==> config.mk <==
export PLATFORM = sky130hd
export DESIGN_NAME = ordered_list_with_middle_unit
export DESIGN_NICKNAME = d
export VERILOG_FILES = /design/src/hdl/olm_pkg.sv /design/src/hdl/olm_ctrl.sv /design/src/hdl/olm_datapath.sv /design/src/hdl/ordered_list_with_middle_unit.sv
export SDC_FILE = /design/constraint.sdc
export NUM_CORES = 2
export LEC_CHECK = 0
export CORE_MARGIN = 8
export CORE_UTILIZATION = 39
export DETAILED_ROUTE_END_ITERATION = 10
export DONT_BUFFER_PORTS = 1
export GPL_ROUTABILITY_DRIVEN = 0
export MAX_ROUTING_LAYER = met4
export PLACE_DENSITY_LB_ADDON = 0.08
export SKIP_LAST_GASP = 1
export SYNTH_ARGS = -nofsm -noshare
export SYNTH_HDL_FRONTEND = slang
export SYNTH_SLANG_ARGS = --single-unit
export TNS_END_PERCENT = 20
==> constraint.sdc <==
create_clock -name clk_i -period 8.8 [get_ports clk_i]
set_input_delay 1.32 -clock clk_i [delete_from_list [all_inputs] [get_ports clk_i]]
set_output_delay 1.32 -clock clk_i [all_outputs]
set_load 0.005 [all_outputs]
==> src/hdl/olm_pkg.sv <==
// Shared constants, codes and command/status types for the ordered list unit.
`default_nettype none

package olm_pkg;

  // Store depth and derived widths.
  localparam int unsigned CAPACITY = 64;
  localparam int unsigned CNT_W    = $clog2(CAPACITY + 1);
  localparam int unsigned ADDR_W   = (CAPACITY > 1) ? $clog2(CAPACITY) : 1;

  // Field widths of the stream payloads.
  localparam int unsigned ID_W          = 32;
  localparam int unsigned COUNT_FIELD_W = 7;
  localparam int unsigned STATUS_W      = 2;
  localparam int unsigned IN_TDATA_W    = 32;
  localparam int unsigned OUT_FIELDS_W  = ID_W + 1 + COUNT_FIELD_W + STATUS_W;
  localparam int unsigned OUT_TDATA_W   = ((OUT_FIELDS_W + 7) / 8) * 8;
  localparam int unsigned OUT_PAD_W     = OUT_TDATA_W - OUT_FIELDS_W;

  // Operation selector carried in tuser.
  typedef enum logic {
    CMD_APPEND = 1'b0,
    CMD_DELETE = 1'b1
  } op_cmd_e;

  // Result status codes.
  typedef enum logic [STATUS_W-1:0] {
    ST_OK       = 2'd0,
    ST_NO_MATCH = 2'd1,
    ST_FULL     = 2'd2
  } op_status_e;

  // Controller states.
  typedef enum logic [2:0] {
    S_IDLE,
    S_APPEND,
    S_SCAN,
    S_SHIFT,
    S_MID,
    S_OUT
  } ctrl_state_e;

  // Commands from the controller to the datapath.
  typedef struct packed {
    logic       load;       // capture the accepted transaction, rewind the walk pointer
    logic       app_wr;     // write the id at the tail and bump the count
    logic       step_rd;    // read the entry at the walk pointer and advance it
    logic       hit_take;   // restart the walk just past the matching entry
    logic       shift_wr;   // write the entry read last cycle one slot lower
    logic       cnt_dec;    // drop one entry from the count
    logic       status_wr;  // record the status below
    op_status_e status;
    logic       mid_rd;     // read the middle entry
    logic       out_load;   // load the output register
  } dp_cmd_t;

  // Status from the datapath to the controller.
  typedef struct packed {
    logic full;       // count has reached the capacity
    logic hit;        // the entry read last cycle equals the search id
    logic walk_done;  // pointer is past the last entry and no read is in flight
    logic out_free;   // output register can take a result this cycle
  } dp_stat_t;

endpackage

`default_nettype wire

==> src/hdl/olm_ctrl.sv <==
// Controller state machine that sequences append, search, shift and middle read.
`default_nettype none

module olm_ctrl (
  input  wire logic              clk_i,
  input  wire logic              rst_ni,
  input  wire logic              in_valid_i,
  input  wire olm_pkg::op_cmd_e  in_cmd_i,
  output logic                   in_ready_o,
  input  wire olm_pkg::dp_stat_t stat_i,
  output olm_pkg::dp_cmd_t       cmd_o
);

  olm_pkg::ctrl_state_e state_q, state_d;

  // State register.
  always_ff @(posedge clk_i or negedge rst_ni) begin
    if (!rst_ni) begin
      state_q <= olm_pkg::S_IDLE;
    end else begin
      state_q <= state_d;
    end
  end

  // Next-state logic.
  always_comb begin
    state_d = state_q;
    case (state_q)
      olm_pkg::S_IDLE: begin
        if (in_valid_i) begin
          state_d = (in_cmd_i == olm_pkg::CMD_DELETE) ? olm_pkg::S_SCAN : olm_pkg::S_APPEND;
        end
      end
      olm_pkg::S_APPEND: begin
        state_d = olm_pkg::S_MID;
      end
      olm_pkg::S_SCAN: begin
        if (stat_i.hit) begin
          state_d = olm_pkg::S_SHIFT;
        end else if (stat_i.walk_done) begin
          state_d = olm_pkg::S_MID;
        end
      end
      olm_pkg::S_SHIFT: begin
        if (stat_i.walk_done) begin
          state_d = olm_pkg::S_MID;
        end
      end
      olm_pkg::S_MID: begin
        state_d = olm_pkg::S_OUT;
      end
      olm_pkg::S_OUT: begin
        if (stat_i.out_free) begin
          state_d = olm_pkg::S_IDLE;
        end
      end
      default: begin
        state_d = olm_pkg::S_IDLE;
      end
    endcase
  end

  // Output logic.
  always_comb begin
    in_ready_o = 1'b0;
    cmd_o      = '0;
    cmd_o.status = olm_pkg::ST_OK;
    case (state_q)
      olm_pkg::S_IDLE: begin
        in_ready_o = 1'b1;
        cmd_o.load = in_valid_i;
      end
      olm_pkg::S_APPEND: begin
        cmd_o.status_wr = 1'b1;
        if (stat_i.full) begin
          cmd_o.status = olm_pkg::ST_FULL;
        end else begin
          cmd_o.app_wr = 1'b1;
        end
      end
      olm_pkg::S_SCAN: begin
        cmd_o.step_rd = 1'b1;
        if (stat_i.hit) begin
          cmd_o.hit_take = 1'b1;
        end else if (stat_i.walk_done) begin
          cmd_o.status_wr = 1'b1;
          cmd_o.status    = olm_pkg::ST_NO_MATCH;
        end
      end
      olm_pkg::S_SHIFT: begin
        cmd_o.step_rd  = 1'b1;
        cmd_o.shift_wr = 1'b1;
        if (stat_i.walk_done) begin
          cmd_o.cnt_dec   = 1'b1;
          cmd_o.status_wr = 1'b1;
        end
      end
      olm_pkg::S_MID: begin
        cmd_o.mid_rd = 1'b1;
      end
      olm_pkg::S_OUT: begin
        cmd_o.out_load = stat_i.out_free;
      end
      default: begin
        in_ready_o = 1'b0;
      end
    endcase
  end

endmodule

`default_nettype wire

==> src/hdl/olm_datapath.sv <==
// Datapath: entry memory, count, walk pointer, compare and output register.
`default_nettype none

module olm_datapath (
  input  wire logic                               clk_i,
  input  wire logic                               rst_ni,
  input  wire olm_pkg::dp_cmd_t                   cmd_i,
  output olm_pkg::dp_stat_t                       stat_o,
  input  wire logic [olm_pkg::ID_W-1:0]           in_id_i,
  output logic                                    out_valid_o,
  input  wire logic                               out_ready_i,
  output logic [olm_pkg::OUT_TDATA_W-1:0]         out_data_o
);

  localparam int unsigned CntW  = olm_pkg::CNT_W;
  localparam int unsigned AddrW = olm_pkg::ADDR_W;
  localparam int unsigned IdW   = olm_pkg::ID_W;

  // Entry memory, one write and one registered read per cycle.
  logic [IdW-1:0] entry_mem [olm_pkg::CAPACITY];

  logic [CntW-1:0]         count_q, count_d;
  logic [CntW-1:0]         ptr_q, ptr_d;
  logic [CntW-1:0]         rd_idx_q, rd_idx_d;
  logic                    rd_vld_q, rd_vld_d;
  logic [IdW-1:0]          id_q;
  logic [IdW-1:0]          rd_data_q;
  olm_pkg::op_status_e     status_q;
  logic                    out_valid_q;
  logic [olm_pkg::OUT_TDATA_W-1:0] out_data_q;

  logic                    ptr_in_range;
  logic                    walk_rd;
  logic                    wr_en;
  logic [AddrW-1:0]        wr_addr;
  logic [IdW-1:0]          wr_data;
  logic                    rd_en;
  logic [AddrW-1:0]        rd_addr;
  logic [CntW-1:0]         idx_below;
  logic [CntW-1:0]         half_count;
  logic                    list_empty;
  logic [IdW-1:0]          middle_id;

  // Walk pointer and memory port selection.
  assign ptr_in_range = (ptr_q < count_q);
  assign walk_rd      = cmd_i.step_rd && ptr_in_range;
  assign idx_below    = rd_idx_q - CntW'(1);
  assign half_count   = count_q >> 1;

  assign wr_en   = cmd_i.app_wr || (cmd_i.shift_wr && rd_vld_q);
  assign wr_addr = cmd_i.app_wr ? count_q[AddrW-1:0] : idx_below[AddrW-1:0];
  assign wr_data = cmd_i.app_wr ? id_q : rd_data_q;
  assign rd_en   = walk_rd || cmd_i.mid_rd;
  assign rd_addr = cmd_i.mid_rd ? half_count[AddrW-1:0] : ptr_q[AddrW-1:0];

  always_ff @(posedge clk_i) begin
    if (wr_en) begin
      entry_mem[wr_addr] <= wr_data;
    end
    if (rd_en) begin
      rd_data_q <= entry_mem[rd_addr];
    end
  end

  // Next values of the walk and count registers.
  always_comb begin
    ptr_d    = ptr_q;
    rd_idx_d = rd_idx_q;
    rd_vld_d = 1'b0;
    count_d  = count_q;
    if (cmd_i.load) begin
      ptr_d = '0;
    end else if (cmd_i.hit_take) begin
      ptr_d = rd_idx_q + CntW'(1);
    end else if (walk_rd) begin
      ptr_d    = ptr_q + CntW'(1);
      rd_idx_d = ptr_q;
      rd_vld_d = 1'b1;
    end
    if (cmd_i.app_wr) begin
      count_d = count_q + CntW'(1);
    end else if (cmd_i.cnt_dec) begin
      count_d = count_q - CntW'(1);
    end
  end

  // Control registers.
  always_ff @(posedge clk_i or negedge rst_ni) begin
    if (!rst_ni) begin
      count_q     <= '0;
      ptr_q       <= '0;
      rd_vld_q    <= 1'b0;
      out_valid_q <= 1'b0;
    end else begin
      count_q  <= count_d;
      ptr_q    <= ptr_d;
      rd_vld_q <= rd_vld_d;
      if (cmd_i.out_load) begin
        out_valid_q <= 1'b1;
      end else if (out_ready_i) begin
        out_valid_q <= 1'b0;
      end
    end
  end

  // Result fields.
  assign list_empty = (count_q == '0);
  assign middle_id  = list_empty ? '0 : rd_data_q;

  // Payload registers.
  always_ff @(posedge clk_i) begin
    rd_idx_q <= rd_idx_d;
    if (cmd_i.load) begin
      id_q <= in_id_i;
    end
    if (cmd_i.status_wr) begin
      status_q <= cmd_i.status;
    end
    if (cmd_i.out_load) begin
      out_data_q <= {{olm_pkg::OUT_PAD_W{1'b0}}, status_q,
                     olm_pkg::COUNT_FIELD_W'(count_q), list_empty, middle_id};
    end
  end

  // Status back to the controller.
  assign stat_o.full      = (count_q == CntW'(olm_pkg::CAPACITY));
  assign stat_o.hit       = rd_vld_q && (rd_data_q == id_q);
  assign stat_o.walk_done = !ptr_in_range && !rd_vld_q;
  assign stat_o.out_free  = !out_valid_q || out_ready_i;

  assign out_valid_o = out_valid_q;
  assign out_data_o  = out_data_q;

endmodule

`default_nettype wire

==> src/hdl/ordered_list_with_middle_unit.sv <==
// Top level of the ordered list unit with middle-entry report.
//
// The unit keeps up to CAPACITY (64) 32-bit identifiers in arrival order in a
// single-port-write, registered-read memory. Each input transaction carries an
// operation in tuser (0 append, 1 delete) and the identifier in tdata; it gives
// exactly one output transaction with the entry at index floor(count/2), an
// empty flag, the count and a status (0 done, 1 no match, 2 full). One
// transaction is worked at a time. An append writes the identifier at the tail
// (or records the full status), then reads the middle entry and loads the
// output register. A delete walks the memory one entry per cycle to find the
// oldest match at index p, then moves every later entry down one slot, one per
// cycle through the memory's read and write ports, then reads the middle entry.
// A stalled output register holds the unit until the register frees. The input
// is ready again in the cycle after the result is loaded into the output
// register, and a result may wait there while the next transaction is accepted.
// The memory is not cleared at reset.
`default_nettype none

module ordered_list_with_middle_unit (
  input  wire logic                               clk_i,
  input  wire logic                               rst_ni,
  input  wire logic                               s_axis_tvalid,
  output logic                                    s_axis_tready,
  input  wire logic [olm_pkg::IN_TDATA_W-1:0]     s_axis_tdata,   // [31:0] item_id
  input  wire logic                               s_axis_tuser,   // [0] cmd
  output logic                                    m_axis_tvalid,
  input  wire logic                               m_axis_tready,
  // [31:0] middle_id, [32] list_empty, [39:33] entry_count, [41:40] op_status, rest zero
  output logic [olm_pkg::OUT_TDATA_W-1:0]         m_axis_tdata
);

  olm_pkg::dp_cmd_t  dp_cmd;
  olm_pkg::dp_stat_t dp_stat;

  // Sequencing.
  olm_ctrl u_ctrl (
    .clk_i      (clk_i),
    .rst_ni     (rst_ni),
    .in_valid_i (s_axis_tvalid),
    .in_cmd_i   (olm_pkg::op_cmd_e'(s_axis_tuser)),
    .in_ready_o (s_axis_tready),
    .stat_i     (dp_stat),
    .cmd_o      (dp_cmd)
  );

  // Storage and result path.
  olm_datapath u_datapath (
    .clk_i       (clk_i),
    .rst_ni      (rst_ni),
    .cmd_i       (dp_cmd),
    .stat_o      (dp_stat),
    .in_id_i     (s_axis_tdata[olm_pkg::ID_W-1:0]),
    .out_valid_o (m_axis_tvalid),
    .out_ready_i (m_axis_tready),
    .out_data_o  (m_axis_tdata)
  );

endmodule

`default_nettype wire

Yosys cells after proc, flatten, opt, wreduce, memory -nomap -nowiden
Memory sizes are Yosys's and may differ from the RTL's. A register that Yosys moved wholly into a read port is not among the register bits. Cells that the tools add are included.

Memories: 1. Input bits: 37. Flip-flop bits (word level): 102. Memory bits (writable): 2048. Word-level logic and storage cells: 83. Output and inout bits: 50.

Memories: u_datapath.entry_mem (words 64, width 32, read ports 1, clocked after Yosys merged registers in 1, write ports 1, RTL line olm_datapath.sv:20) `logic [IdW-1:0] entry_mem [olm_pkg::CAPACITY];`.

Reduce and logical (&&, ||, !) cells: 18. Magnitude comparators: 1. Equality and inequality tests: 9. Bitwise gates (word level): 2. Add/subtract/negate cells: 5. Multiplexer cells: 37.

Operators by type and width (number): 2-to-1 mux 7 bit (5); equality test 32 bit (1); 2-to-1 mux 32 bit (1); adder 7 x 1 -> 7 bit (second input constant) (3); 2-to-1 mux 3 bit (6); case mux 3 bit (6 select lines) (1); 2-to-1 mux 1 bit (16); 2-to-1 mux 6 bit (2); 2-to-1 mux 2 bit (4); equality test 7 bit (second input constant) (1); zero test 7 bit (1); < comparator 7 bit (1); subtractor 7 x 1 -> 7 bit (second input constant) (1); equality test 3 x 2 -> 1 bit (second input constant) (2); equality test 3 bit (second input constant) (2); subtractor 6 x 1 -> 6 bit (second input constant) (1); logical AND 1 bit (4); case mux 2 bit (2 select lines) (1); nonzero test 2 bit (2); equality test 3 x 1 -> 1 bit (second input constant) (1); zero test 1 bit (3); zero test 3 bit (1); logical OR 1 bit (3); case mux 1 bit (3 select lines) (1); 7 further kinds (8).

Depth between registers and ports, before layout
Depth in word-level cells: 9. Gate-level depth with buffers: 14. Depth with buffers taken out: 12.

Cells and area by module
From an unflattened synthesis, not the netlist that was laid out.

Cells, all modules: 7658. Area total of the unflattened synthesis: 96966.7 um^2.

By module, submodules not included: olm_datapath (seq. area each 65352.7 um^2, instances 1, cells each 7619, area each 96676.5 um^2); olm_ctrl (seq. area each 75.1 um^2, instances 1, cells each 39, area each 290.3 um^2).

Worst setup path after synthesis
OpenSTA, ideal clock, no wires.

Kind: reg-to-reg. From: register u_ctrl.state_q[0]. To: memory u_datapath.entry_mem[10][0] (netlist bit), enable pin. Data arrival time: 3.474 ns. Period minus slack after synthesis: 3.895 ns. Cell stages (with the launch flop): 9. Path slack: 4.905 ns. Setup time: 0.421 ns. Data required time: 8.379 ns. Buffers on the path: 1. Path through: dfrtp_1 -> clkbuf_1 -> nand2b_1 -> a311oi_2 -> inv_2 -> mux2_2 -> nor2_1 -> nand2_1 -> nor2_1.

Longest elaborated chain between the ends: 6. Elaborated cells between the ends (all ways): 9. Those cells by class: eq/ne (2); mux (5); reduce/logical (2).

RTL lines: start: declaration (RTL line olm_ctrl.sv:14) `olm_pkg::ctrl_state_e state_q, state_d;`; start signal: assignment (RTL line olm_ctrl.sv:19) `state_q <= olm_pkg::S_IDLE;`; start signal: assignment (RTL line olm_ctrl.sv:21) `state_q <= state_d;`; equality test 3 x 2 -> 1 bit (RTL line olm_ctrl.sv:68) `case (state_q)`; 2-to-1 mux 2 bit (RTL line olm_ctrl.sv:68); logical AND 1 bit (RTL line olm_datapath.sv:50) `assign wr_en = cmd_i.app_wr || (cmd_i.shift_wr && rd_vld_q);`; logical OR 1 bit (RTL line olm_datapath.sv:50); 2-to-1 mux 1 bit (RTL line olm_datapath.sv:57) `if (wr_en) begin`; 2-to-1 mux 1 bit (implied by the code) (RTL line olm_datapath.sv:58) `entry_mem[wr_addr] <= wr_data;`; end: declaration (RTL line olm_datapath.sv:20).

Parallel ways exist; a longest one is shown, timed or not.

Worst setup path after layout
From: register u_datapath.count_q[4]. To: memory u_datapath.entry_mem[18][9] (netlist bit), enable pin.

Longest elaborated chain between the ends: 6. Elaborated cells between the ends (all ways): 7. Those cells by class: eq/ne (1); mux (5); reduce/logical (1).

RTL lines: start: declaration (RTL line olm_datapath.sv:22) `logic [CntW-1:0] count_q, count_d;`; start signal: assignment (RTL line olm_datapath.sv:95) `count_q <= count_d;`; equality test 7 bit (RTL line olm_datapath.sv:126) `assign stat_o.full = (count_q == CntW'(olm_pkg::CAPACITY));`; 2-to-1 mux 1 bit (RTL line olm_ctrl.sv:75) `if (stat_i.full) begin`; 2-to-1 mux 1 bit (RTL line olm_ctrl.sv:68); logical OR 1 bit (RTL line olm_datapath.sv:50); 2-to-1 mux 1 bit (RTL line olm_datapath.sv:57); 2-to-1 mux 1 bit (implied by the code) (RTL line olm_datapath.sv:58).

Parallel ways exist; a longest one is shown, timed or not.

==> metrics.txt <==
CTS Root Cell clkbuf_16; dpl hpwl ~140,000 um; clock slew at reported path FFs approximately 60 ps; clk_lat worst skew between 800 and 900 ps; Via density 5.58; Avg WL per Cell 29.1 um; NetSw roughly 14 mW; ys async rst share 0.00871; Total Wirelength between 200,000 and 300,000 um; Seq cells post-synth approximately 2,200; gr usage total 0.217; Gates resized, CTS repair 0; worst slack, placed 3350 ps; Rel. slew slack 0.175; fin nets 5,739; post-route setup slack 3340 ps; critical path arrival between 5000 and 6000 ps; FMAX 183 MHz; Register-to-Register Path Depth 8; Sw Share 0.382; Seq pwr share 0.401; number of remaining DRC errors 0; Final ANT Viol Nets 0; combinational power share 0.345; # port buffers 0; Overall Power about 36 mW; Worst Skew roughly 33 ps; Max clock buf depth 3; Synth cell types 59; Cells after Synth approximately 5,600; Post-CTS Setup Bufs 0; Clk pwr share 0.254; Req. time, crit path about 9300 ps; largest net degree at the start of global routing 139; Syn Area/Cell roughly 15 um2; power per cell area roughly 380 mW/mm2; initial drt markers between 4,000 and 5,000; Die X ~480 um; global-route wire length before repair between 300,000 and 400,000 um; Post-synth EDFFs around 2,200; post-layout util 0.443; CP max FO 45; CP dominant cell by count buf_4; status completed; Worst Max-Slew Pin Slew between 1000 and 1500 ps; Slew Limit Fails 0; CTS tree yes; Hold Path Class in -> async; Post-synth top cells edfxtp_1 (2,163), nand2_1 (1,374), nand3_1 (481), a31oi_1 (197), clkbuf_1 (178); delay-heaviest family, CP simple AND/OR/NAND/NOR gates; ranking of synthesized cells by area edfxtp_1 (76%), nand2_1 (6.1%), nand3_1 (2.8%); max incr delay on CP approximately 900 ps; total CTS buffers around 230; Leakage 30.9 nW; Die H approximately 480 um; share of cells above drive strength 1 0.127; DRT Pass-1 Iters 6; Crit. path cell count 8; row count roughly 170; CP Class reg -> reg; R2R setup slack approximately 3300 ps; top cell type's share of synthesized area 0.762; Worst Path Buf+Inv 3; final std cells w/o fill around 8,700; H-tree depth 4; grt total ovfl 0; Hold Violations, Final 0; Hold WS roughly 150 ps; Seq/Total Area, Yosys 0.768; # clock sinks roughly 2,200; Core ar. between 0.2 and 0.25 mm2; initial antenna violation count 15; yosys warns 0; IO Count 87; Layout Area Growth over Synthesis 13.0%; post-synth top area cell edfxtp_1; count leader, synth edfxtp_1; crit end category register; CP startpoint kind register; total of max-cap violations 0; RR Startpoint u_datapath.count_q[4]; RSZ-0062 raised after global routing false; starting density of the core 0.392; final setup fails 0; Crit-path slowest cell nor2_4; area of placed instances between 0.08 and 0.09 mm2; post-route design area 0.0963 mm2; vias in the first global route 47,200; Tmin final around 5500 ps; netlist area before placement around 0.085 mm2; placed insts about 8,300; R2R Path End u_datapath.entry_mem[18][9]; critical-path cell list nor4_1, a311oi_4, buf_4, inv_2, o32ai_1, nand2_1, nor2_4, buf_4; setup TNS 0 ps; Worst VDD drop between 0.3 and 0.4 mV; DR vias about 49,000; die area 0.234 mm2; Period Utilization, post-route 0.620; Synth Flop Type edfxtp_1; P_int between 20 and 25 mW; hold buffer count at CTS 0
[power by group through the flow]
stage / sequential [mW] / clock [mW] / combinational (mW)
2_1_floorplan: 14.4 / 0 / 7.56
3_3_place_gp: 14.7 / 0 / 12.5
3_5_place_dp: 14.7 / 0 / 12.6
4_1_cts: 14.5 / 9.43 / 12.7
5_1_grt: 14.6 / 9.80 / 13.5
6_report: 14.5 / 9.21 / 12.5
[metal layers]
layer	vias up	track usage	wire [um]
met5	-	-	0
met4	0	0.0424	4480
met3	274	0.0353	14700
met2	1497	0.338	119000
met1	25400	0.306	116000
li1	21600	-	-
[area by class of cell]
cell class	instances	area, um2
Multi-Input combinational cell	3098	18800
Clock buffer	283	5930
Timing Repair Buffer	163	1360
Fill cell	19300	121000
Inverter	14	52.6
Clock inverter	143	1130
Tap cell	2854	3570
Antenna cell	5	12.5
Sequential cell	2182	65400
[worst max-delay path by stage]
stage | startpoint | end | slack [ps]
floorplan | u_ctrl.state_q[0] | u_datapath.entry_mem[10][0] | 4910
global placement | u_datapath.count_q[4] | u_datapath.entry_mem[18][10] | 3410
detailed placement | u_datapath.count_q[4] | u_datapath.entry_mem[26][2] | 3350
CTS | u_datapath.count_q[4] | u_datapath.entry_mem[26][28] | 3310
global route | u_datapath.count_q[4] | u_datapath.entry_mem[18][17] | 3240
finish | u_datapath.count_q[4] | u_datapath.entry_mem[18][9] | 3340
[placed cells by master (no fill, tap or decap), drive strengths merged, types with 3 or more instances in the layout]
cell / count
a211oi: 7
a21o: 9
a21oi: 110
a221oi: 6
a22oi: 41
a31oi: 197
a32oi: 169
and2: 4
and3: 34
and4: 26
buf: 163
bufinv: 14
clkbuf: 283
clkinv: 118
conb: 6
dfrtp: 19
diode: 5
edfxtp: 2163
ha: 13
inv: 23
mux2: 91
mux2i: 69
mux4: 104
nand2: 1374
nand2b: 9
nand3: 481
nand3b: 3
nand4: 57
nor2: 91
nor2b: 39
nor3: 13
nor4: 5
o21a: 3
o21ai: 56
o31ai: 3
or3: 9
xnor2: 41
xor2: 10
[worst register-to-register path, stage by stage, from the launching register on]
cell and delay, ps:
dfrtp_1 650, nor4_1 200, a311oi_4 320, buf_4 550, inv_2 310, o32ai_1 790
nand2_1 830, nor2_4 910, buf_4 510
[cell families (layout without fill, tap and decap cells)]
family,count (synthesis),in the layout,synth area share
flip-flops,2182,2182,0.768
AND/OR/NAND/NOR,2151,2151,0.109
AO/OA/AOI/OAI,612,612,0.0491
buffers and inverters,364,603,0.0190
multiplexers,264,264,0.0477
XOR/XNOR,51,51,0.00524
adder cells (fa/ha/maj),14,14,0.00214
other,1,11,0.0000440
[registers in the layout (all words and copies together), names as in the netlist, 3 cells and up]
| signal | cells |
|---|---|
| u_datapath.id_q | 32 |
| u_datapath.ptr_q | 7 |
| u_datapath.rd_data_q | 32 |
| u_ctrl.state_q | 3 |
| u_datapath.out_data_o | 42 |
| u_datapath.entry_mem | 2048 |
| u_datapath.rd_idx_q | 7 |
| u_datapath.count_q | 7 |
Note: power is estimated with default switching activity, not from simulation.
